File: src/rtl/core/bsed_pkg.sv
// Shared types, character codes and lookup functions for the backslash escape decoder.
package bsed_pkg;

    localparam int unsigned ValueWidth = 24;
    localparam int unsigned MaxResults = 3;
    localparam int unsigned EscTableSize = 13;

    // Escape decoder phases.
    typedef enum logic [2:0] {
        PH_IDLE,
        PH_ESC,
        PH_CTRL,
        PH_OCT,
        PH_HEX
    } t_phase;

    // Character codes that the decoder tests against.
    localparam logic [7:0] CH_BACKSLASH = 8'h5C;
    localparam logic [7:0] CH_C         = 8'h63;
    localparam logic [7:0] CH_0         = 8'h30;
    localparam logic [7:0] CH_7         = 8'h37;
    localparam logic [7:0] CH_9         = 8'h39;
    localparam logic [7:0] CH_LO_A      = 8'h61;
    localparam logic [7:0] CH_LO_F      = 8'h66;
    localparam logic [7:0] CH_UP_A      = 8'h41;
    localparam logic [7:0] CH_UP_F      = 8'h46;
    localparam logic [7:0] CH_X         = 8'h78;
    localparam logic [7:0] CH_LO_U      = 8'h75;
    localparam logic [7:0] CH_UP_U      = 8'h55;
    localparam logic [7:0] CTRL_MASK    = 8'd31;

    // Digit limits of the octal and hex escapes.
    localparam logic [2:0] OCT_DIGITS   = 3'd3;
    localparam logic [2:0] HEX_X_DIGITS = 3'd2;
    localparam logic [2:0] HEX_U_DIGITS = 3'd4;
    localparam logic [2:0] HEX_UU_DIGITS = 3'd6;

    // Register map.
    localparam int unsigned AddrWidth = 3;
    localparam logic REG_ECHO_MODE = 1'b0;

    // Single-letter escapes and their values.
    localparam logic [EscTableSize-1:0][7:0] ESC_LETTERS = {
        8'h3F, 8'h22, 8'h27, 8'h76, 8'h74, 8'h72, 8'h6E, 8'h66, 8'h45, 8'h65, 8'h62, 8'h61,
        8'h5C
    };
    localparam logic [EscTableSize-1:0][7:0] ESC_VALUES = {
        8'd63, 8'd34, 8'd39, 8'd11, 8'd9, 8'd13, 8'd10, 8'd12, 8'd27, 8'd27, 8'd8, 8'd7,
        8'd92
    };

    typedef struct packed {
        logic [7:0] in_byte;
        logic       end_of_text;
    } t_in_item;

    typedef struct packed {
        logic [ValueWidth-1:0] char_value;
        logic                  run_last;
    } t_out_item;

    // Escape state carried from one byte to the next.
    typedef struct packed {
        t_phase                phase;
        logic [2:0]            digits_seen;
        logic [2:0]            digits_allowed;
        logic [ValueWidth-1:0] accumulator;
        logic [7:0]            escape_letter;
    } t_dec_state;

    localparam t_dec_state IDLE_STATE = '{
        phase: PH_IDLE,
        digits_seen: 3'd0,
        digits_allowed: 3'd0,
        accumulator: '0,
        escape_letter: 8'd0
    };

    // The results that one byte produces, in order.
    typedef struct packed {
        logic [1:0]                             cnt;
        logic [MaxResults-1:0][ValueWidth-1:0] vals;
    } t_res_buf;

    // Returns {hit, value} for a single-letter escape.
    function automatic logic [8:0] esc_lookup(input logic [7:0] b);
        logic [8:0] res;
        res = 9'd0;
        for (int i = 0; i < EscTableSize; i++) begin
            if (ESC_LETTERS[i] == b) begin
                res = {1'b1, ESC_VALUES[i]};
            end
        end
        return res;
    endfunction

    // Returns {valid, digit} for a hex digit.
    function automatic logic [4:0] hex_digit(input logic [7:0] b);
        logic [4:0] res;
        if (b >= CH_0 && b <= CH_9) begin
            res = {1'b1, 4'(b - CH_0)};
        end else if (b >= CH_LO_A && b <= CH_LO_F) begin
            res = {1'b1, 4'(b - CH_LO_A + 8'd10)};
        end else if (b >= CH_UP_A && b <= CH_UP_F) begin
            res = {1'b1, 4'(b - CH_UP_A + 8'd10)};
        end else begin
            res = 5'd0;
        end
        return res;
    endfunction

endpackage

File: src/rtl/core/bsed_cfg.sv
// Configuration register file of the backslash escape decoder with its APB-style port.
module bsed_cfg
    import bsed_pkg::*;
(
    input  logic                 i_clk,
    input  logic                 i_rst_n,
    input  logic                 psel,
    input  logic                 penable,
    input  logic                 pwrite,
    input  logic [AddrWidth-1:0] paddr,
    input  logic [31:0]          pwdata,
    output logic [31:0]          prdata,
    output logic                 pready,
    output logic                 o_echo_mode
);

    logic r_echo_mode;
    logic n_echo_mode;
    logic reg_index;

    // Registers sit on 32-bit words; the low two address bits are ignored.
    assign reg_index = paddr[AddrWidth-1];

    always_comb begin
        n_echo_mode = r_echo_mode;
        if (psel && penable && pwrite && reg_index == REG_ECHO_MODE) begin
            n_echo_mode = pwdata[0];
        end
    end

    always_ff @(posedge i_clk) begin
        if (!i_rst_n) begin
            r_echo_mode <= 1'b1;
        end else begin
            r_echo_mode <= n_echo_mode;
        end
    end

    assign prdata      = (reg_index == REG_ECHO_MODE) ? {31'd0, r_echo_mode} : 32'd0;
    assign pready      = 1'b1;
    assign o_echo_mode = r_echo_mode;

endmodule

File: src/rtl/core/bsed_step.sv
// Combinational decode of one byte against the escape state.
module bsed_step
    import bsed_pkg::*;
(
    input  t_dec_state i_state,
    input  t_in_item   i_item,
    input  logic       i_echo_mode,
    output t_dec_state o_next_state,
    output t_res_buf   o_results
);

    function automatic t_res_buf emit(input t_res_buf r, input logic [ValueWidth-1:0] v);
        t_res_buf e;
        e = r;
        if (e.cnt != 2'(MaxResults)) begin
            e.vals[e.cnt] = v;
            e.cnt = e.cnt + 2'd1;
        end
        return e;
    endfunction

    always_comb begin
        t_dec_state s;
        t_res_buf   r;
        logic [7:0] b;
        logic [4:0] hex;
        logic [8:0] esc;

        s   = i_state;
        r   = '0;
        b   = i_item.in_byte;
        hex = hex_digit(b);
        esc = esc_lookup(b);

        case (s.phase)
            PH_ESC: begin
                s = IDLE_STATE;
                if (b == CH_C) begin
                    s.phase = PH_CTRL;
                end else if (i_echo_mode && b == CH_0) begin
                    s.phase          = PH_OCT;
                    s.digits_allowed = OCT_DIGITS;
                end else if (!i_echo_mode && b inside {[CH_0:CH_7]}) begin
                    s.phase          = PH_OCT;
                    s.digits_allowed = OCT_DIGITS;
                    s.digits_seen    = 3'd1;
                    s.accumulator    = ValueWidth'(b[2:0]);
                end else if (b inside {CH_X, CH_LO_U, CH_UP_U}) begin
                    s.phase          = PH_HEX;
                    s.escape_letter  = b;
                    s.digits_allowed = (b == CH_X) ? HEX_X_DIGITS :
                                       (b == CH_LO_U) ? HEX_U_DIGITS : HEX_UU_DIGITS;
                end else if (esc[8]) begin
                    r = emit(r, ValueWidth'(esc[7:0]));
                end else begin
                    // Unknown escape: the backslash goes out and the letter is
                    // handled again. It cannot be a backslash, which the table holds.
                    r = emit(r, ValueWidth'(CH_BACKSLASH));
                    r = emit(r, ValueWidth'(b));
                end
            end
            PH_CTRL: begin
                s = IDLE_STATE;
                r = emit(r, ValueWidth'(b & CTRL_MASK));
                if (b == CH_BACKSLASH) begin
                    s.phase = PH_ESC;
                end else begin
                    r = emit(r, ValueWidth'(b));
                end
            end
            PH_OCT: begin
                if (b inside {[CH_0:CH_7]}) begin
                    s.accumulator = {s.accumulator[ValueWidth-4:0], b[2:0]};
                    s.digits_seen = s.digits_seen + 3'd1;
                    if (s.digits_seen >= s.digits_allowed) begin
                        r = emit(r, s.accumulator);
                        s = IDLE_STATE;
                    end
                end else begin
                    r = emit(r, s.accumulator);
                    s = IDLE_STATE;
                    if (b == CH_BACKSLASH) begin
                        s.phase = PH_ESC;
                    end else begin
                        r = emit(r, ValueWidth'(b));
                    end
                end
            end
            PH_HEX: begin
                if (hex[4]) begin
                    s.accumulator = {s.accumulator[ValueWidth-5:0], hex[3:0]};
                    s.digits_seen = s.digits_seen + 3'd1;
                    if (s.digits_seen >= s.digits_allowed) begin
                        r = emit(r, s.accumulator);
                        s = IDLE_STATE;
                    end
                end else begin
                    if (s.digits_seen == 3'd0) begin
                        r = emit(r, ValueWidth'(CH_BACKSLASH));
                        r = emit(r, ValueWidth'(s.escape_letter));
                    end else begin
                        r = emit(r, s.accumulator);
                    end
                    s = IDLE_STATE;
                    if (b == CH_BACKSLASH) begin
                        s.phase = PH_ESC;
                    end else begin
                        r = emit(r, ValueWidth'(b));
                    end
                end
            end
            default: begin
                s = IDLE_STATE;
                if (b == CH_BACKSLASH) begin
                    s.phase = PH_ESC;
                end else begin
                    r = emit(r, ValueWidth'(b));
                end
            end
        endcase

        // At the end of the text a pending escape is closed out.
        if (i_item.end_of_text) begin
            case (s.phase)
                PH_ESC: begin
                    r = emit(r, ValueWidth'(CH_BACKSLASH));
                end
                PH_CTRL: begin
                    r = emit(r, '0);
                end
                PH_OCT: begin
                    r = emit(r, s.accumulator);
                end
                PH_HEX: begin
                    if (s.digits_seen == 3'd0) begin
                        r = emit(r, ValueWidth'(CH_BACKSLASH));
                        r = emit(r, ValueWidth'(s.escape_letter));
                    end else begin
                        r = emit(r, s.accumulator);
                    end
                end
                default: begin
                end
            endcase
            s = IDLE_STATE;
        end

        o_next_state = s;
        o_results    = r;
    end

endmodule

File: src/rtl/core/bsed_out.sv
// Result register that holds the results of one byte and hands them out one per transfer.
module bsed_out
    import bsed_pkg::*;
(
    input  logic      i_clk,
    input  logic      i_rst_n,
    input  logic      i_load,
    input  t_res_buf  i_results,
    output logic      o_free,
    output logic      o_out_valid,
    input  logic      i_out_ready,
    output t_out_item o_out_data
);

    logic       r_valid;
    logic [1:0] r_idx;
    t_res_buf   r_buf;
    logic       is_last;
    logic       xfer;

    assign is_last = (r_idx == r_buf.cnt - 2'd1);
    assign xfer    = r_valid && i_out_ready;
    // The buffer can take new results when empty or when its last one leaves now.
    assign o_free  = !r_valid || (xfer && is_last);

    always_ff @(posedge i_clk) begin
        if (!i_rst_n) begin
            r_valid <= 1'b0;
            r_idx   <= 2'd0;
        end else if (i_load) begin
            r_valid <= (i_results.cnt != 2'd0);
            r_idx   <= 2'd0;
        end else if (xfer) begin
            if (is_last) begin
                r_valid <= 1'b0;
            end else begin
                r_idx <= r_idx + 2'd1;
            end
        end
    end

    always_ff @(posedge i_clk) begin
        if (i_load) begin
            r_buf <= i_results;
        end
    end

    assign o_out_valid           = r_valid;
    assign o_out_data.char_value = r_buf.vals[r_idx];
    assign o_out_data.run_last   = is_last;

endmodule

File: src/rtl/core/backslash_escape_decoder_top.sv
// Top level of the backslash escape decoder: input register, escape state and result buffer.
// A byte goes into the input register, then into the result buffer once that is free.
// Throughput: one byte per cycle while each byte gives at most one result and results are
// taken; a byte with two or three results holds the buffer until all leave, one per transfer.
// Reset (synchronous, active low): no escape pending, echo_mode set, both buffers empty.
module backslash_escape_decoder_top
    import bsed_pkg::*;
(
    input  logic                 i_clk,
    input  logic                 i_rst_n,
    // Input stream.
    input  logic                 i_in_valid,
    output logic                 o_in_ready,
    input  t_in_item             i_in_data,
    // Result stream.
    output logic                 o_out_valid,
    input  logic                 i_out_ready,
    output t_out_item            o_out_data,
    // Configuration port.
    input  logic                 psel,
    input  logic                 penable,
    input  logic                 pwrite,
    input  logic [AddrWidth-1:0] paddr,
    input  logic [31:0]          pwdata,
    output logic [31:0]          prdata,
    output logic                 pready
);

    // The input register takes a byte on every transfer. The byte is decoded
    // from this register against the escape state, and the decode commits
    // (state update plus result buffer load) as soon as the result buffer
    // is free. Because the input register empties on that same commit, a new
    // byte can be taken in every cycle that the result side keeps moving.
    logic       r_in_valid;
    t_in_item   r_in;
    t_dec_state r_state;
    t_dec_state n_state;
    t_res_buf   step_results;
    logic       echo_mode;
    logic       res_free;
    logic       commit;

    bsed_cfg u_cfg (
        .i_clk       (i_clk),
        .i_rst_n     (i_rst_n),
        .psel        (psel),
        .penable     (penable),
        .pwrite      (pwrite),
        .paddr       (paddr),
        .pwdata      (pwdata),
        .prdata      (prdata),
        .pready      (pready),
        .o_echo_mode (echo_mode)
    );

    // All the escape handling for one byte is a single combinational step.
    bsed_step u_step (
        .i_state      (r_state),
        .i_item       (r_in),
        .i_echo_mode  (echo_mode),
        .o_next_state (n_state),
        .o_results    (step_results)
    );

    assign commit     = r_in_valid && res_free;
    assign o_in_ready = !r_in_valid || commit;

    always_ff @(posedge i_clk) begin
        if (!i_rst_n) begin
            r_in_valid <= 1'b0;
        end else if (o_in_ready) begin
            r_in_valid <= i_in_valid;
        end
    end

    always_ff @(posedge i_clk) begin
        if (i_in_valid && o_in_ready) begin
            r_in <= i_in_data;
        end
    end

    // The escape state only moves when a byte commits, so a byte that waits
    // for the result buffer sees the state left by the byte before it.
    always_ff @(posedge i_clk) begin
        if (!i_rst_n) begin
            r_state <= IDLE_STATE;
        end else if (commit) begin
            r_state <= n_state;
        end
    end

    // A byte that gives no result commits without loading anything visible.
    bsed_out u_out (
        .i_clk       (i_clk),
        .i_rst_n     (i_rst_n),
        .i_load      (commit),
        .i_results   (step_results),
        .o_free      (res_free),
        .o_out_valid (o_out_valid),
        .i_out_ready (i_out_ready),
        .o_out_data  (o_out_data)
    );

endmodule

File: config.mk
export PLATFORM = sky130hd
export DESIGN_NAME = backslash_escape_decoder_top
export DESIGN_NICKNAME = d
export VERILOG_FILES = /design/src/rtl/core/bsed_pkg.sv /design/src/rtl/core/bsed_cfg.sv /design/src/rtl/core/bsed_step.sv /design/src/rtl/core/bsed_out.sv /design/src/rtl/core/backslash_escape_decoder_top.sv
export SDC_FILE = /design/constraint.sdc
export NUM_CORES = 1
export LEC_CHECK = 0
export ABC_AREA = 1
export ABC_CLOCK_PERIOD_IN_PS = 4900
export BUFFER_PORTS_ARGS = -buffer_cell sky130_fd_sc_hd__buf_2
export CORE_MARGIN = 2
export CORE_UTILIZATION = 54
export CTS_BUF_LIST = sky130_fd_sc_hd__clkbuf_8
export CTS_CLUSTER_DIAMETER = 120
export DETAILED_ROUTE_END_ITERATION = 16
export PLACE_DENSITY_LB_ADDON = 0.1
export REMOVE_ABC_BUFFERS = 1
export SLEW_MARGIN = 20
export SYNTH_ARGS = -nofsm -noshare
export SYNTH_HDL_FRONTEND = slang
export SYNTH_SLANG_ARGS = --single-unit
export TNS_END_PERCENT = 30
File: constraint.sdc
create_clock -name i_clk -period 4.9 [get_ports i_clk]
set_input_delay 0.735 -clock i_clk [delete_from_list [all_inputs] [get_ports i_clk]]
set_output_delay 0.735 -clock i_clk [all_outputs]
set_load 0.05 [all_outputs]
==> summary.txt <==
Die
  • Die W: 127.0 µm
  • Die area: 16120 µm²
  • Die Ht: 127.0 µm
  • Top Ports: 111
  • Starting density of the core: 0.5575
  • Core area: 14640 µm²
  • FP Rows: 44

Clock tree
  • Htree depth: 4
  • CTS tree: yes
  • CTS root buf: clkbuf_8
  • Longest Clk Path Bufs: 2
  • CTS buffer count: 17
  • Worst-Skew Late Latency: 450 ps
  • Clock transition at path regs: 90 ps
  • Post-CTS resize count: 0
  • Hold-fix buffers at CTS: 0
  • Setup bufs post-CTS: 0
  • Num Clock Sinks: 129

Placement
  • Placed insts: 1279
  • Placer congestion estimate: 0.9864
  • DP HPWL: 16.69 mm
  • DP Area: 8498 µm²
  • IO buf count: 45

Logic synthesis
  • Cell with the most instances after synthesis: nand2_1
  • Post-synth EDFFs: 83
  • Cell Area, Synth: 8164 µm²
  • Commonest cells post-synth: nand2_1 (146), o21ai_0 (136), inv_1 (114), nor2_1 (111), edfxtp_1 (83)
  • Yosys cell types: 48
  • Top-area cell type share of the netlist area: 0.3053
  • Ranking of synthesized cells by area: edfxtp_1 (31%), dfxtp_1 (11%), o21ai_0 (8.3%), nand2_1 (6.7%), inv_1 (5.2%)
  • Number of synthesized register bits: 129
  • Dominant register cell in the synthesized netlist: edfxtp_1
  • Asr flop ratio synth: 0
  • Avg Cell Area, Syn: 7.724 µm²
  • Synth Instances: 1057
  • Register area share after synthesis: 0.4181
  • YS warnings: 0
  • Yosys top cell by area: edfxtp_1

Worst setup path
  • Crit path from: r_state[35]
  • Crit path top cell by count: nand2_1
  • Critical path buffer and inverter count: 4
  • Crit-path leading delay family: compound AO/OA/AOI/OAI gates
  • CP max stage cell: o21ai_0
  • Critical path fanouts, max: 24
  • R2r startpoint: r_state[35]
  • CP startpoint kind: flop
  • Critical path type: reg -> reg
  • Crit end category: flop
  • WP data arrival: 4130 ps
  • CP required: 5220 ps
  • Critical-path cell list: ha_1, xnor2_1, inv_1, ha_1, nand2_1, nand2_1, inv_1, nand3_1, a21oi_2, nand2_2, buf_4, nand2_1, inv_1, o21ai_0, o21ai_0, o211ai_1, nand2_1, nand2_1
  • Slowest stage delay, CP: 380 ps

Finish
  • Non-Filler Instances: 1311
  • Ant diodes: 0
  • Design area: 8886 µm²
  • Fin nets: 1176
  • Share of post-route cells with drive strength above 1: 0.1411
  • Area delta synth->final: 8.843%

Routing
  • Routed vias: 7815
  • Via/cell ratio: 5.961
  • Final ANT Viol Nets: 0
  • DRC: 0
  • Final wirelength: 23.86 mm
  • Iter 0 DRT Violations: 980
  • TritonRoute pass-1 iters: 5
  • Wire per inst: 18.20 µm

Timing
  • RSZ-0062 raised after global routing: false
  • Setup Viol. Count Final: 0
  • Hold Vio Cnt, Final: 0
  • Slew headroom: 0.3203
  • Worst Max-Slew Pin Slew: 1014 ps
  • Max-slew violation count: 0
  • Crit path time final: 3810 ps
  • FMAX: 262.5 MHz
  • Period utilization: 0.7775
  • Clock skew: 14.70 ps

GRT
  • Initial antenna violation count: 0
  • Largest net degree at the start of global routing: 76
  • GRT Overall Usage: 0.3007
  • First-pass GRT wire length: 37.44 mm
  • GR Overflow Total: 0
  • Vias in the first global route: 6881

Power
  • Leak: 0.003388 µW
  • Worst vdd ir: 119.9 µV
  • Power, Total: 2404 µW
  • Pwr dens: 270.5 nW/µm²

Hold path
  • Worst Min Path Start: i_in_data[0]
  • Classification of the worst-slack hold path: in -> reg

Job
  • Max cap viols: 0

Run status
  • Status: finished clean
-- per-layer routing --
layer  share of wire  global-route usage  vias up
met4           0.022             0.08145        0
met2            0.42              0.4393      440
met3            0.10             0.06453       59
li1                -                   -     3694
met5               0                   0        -
met1            0.45              0.4524     3622
-- per-stage QoR --
step                setup slack [ps]  TNS, ps  hold slack (ps)    util
finish                          1090        0            458.7  0.6068
global route                   902.3        0            439.7  0.6068
CTS                             1186        0            442.6  0.6068
detailed placement              1225        0            453.7  0.5803
global placement                1168        0            450.7  0.5801
floorplan                      -1252   -44600            439.2       -
-- layout by cell type (no fill, tap or decap), types with 4 or more instances in the layout --
| master | instances |
|---|---|
| nand2_1 | 145 |
| o21ai_0 | 136 |
| inv_1 | 114 |
| nor2_1 | 111 |
| edfxtp_1 | 83 |
| nand3_1 | 80 |
| conb_1 | 64 |
| o22ai_1 | 55 |
| dfxtp_1 | 46 |
| buf_2 | 45 |
| o31ai_1 | 33 |
| a21oi_1 | 29 |
| inv_2 | 18 |
| clkbuf_8 | 17 |
| buf_4 | 14 |
| nand2_2 | 13 |
| nand4_1 | 12 |
| ha_1 | 11 |
| o211ai_1 | 8 |
| nor2_2 | 7 |
| nor2_4 | 6 |
| nand3_2 | 6 |
| a31oi_1 | 5 |
| a22oi_1 | 5 |
| o31ai_2 | 5 |
| inv_6 | 5 |
| clkinv_1 | 4 |
| o32ai_1 | 4 |
| o2111ai_1 | 4 |
-- cell families (layout without fill, tap and decap cells) --
family / after synthesis / in the layout / synth area share
multiplexers: 1 / 1 / 0.001226
other: 2 / 64 / 0.0009199
flip-flops: 129 / 129 / 0.4181
adder cells (fa/ha/maj): 11 / 11 / 0.01686
AO/OA/AOI/OAI: 296 / 296 / 0.2169
XOR/XNOR: 4 / 4 / 0.004292
buffers and inverters: 219 / 227 / 0.1203
AND/OR/NAND/NOR: 395 / 395 / 0.2215
-- power breakdown --
part | total, µW | leakage, µW | switching, µW | internal (µW)
clock network | 912 | 0.000195 | 456 | 457
logic | 278 | 0.00204 | 230 | 48.0
registers | 1210 | 0.00116 | 19.6 | 1190
-- state kept, by name (all words and copies together) (netlist names) --
register / flops
u_out.r_buf: 74
r_state: 41
r_in: 9
u_out.r_idx: 2
r_in_valid: 1
u_cfg.o_echo_mode: 1
u_out.o_out_valid: 1
-- cell type report --
type / count / area (µm²)
inverters: 136 / 515.5
flip-flops and latches: 129 / 3413
clock inverters: 15 / 153.9
clock buffers: 17 / 234.0
fillers: 1394 / 5758
multi-input cells: 771 / 4009
well taps: 184 / 230.2
repair buffers: 59 / 330.3
-- worst paths after layout --
kind / to / slack (ps) / cells after the start
setup / recovery: u_out.r_buf[30] / 1090 / 18
hold / removal: r_in[0] / 460 / 1
setup reg to reg: u_out.r_buf[30] / 1090 / 18
hold reg to reg: r_state[34] / 460 / 2
Power figures use the tool's default switching activity.
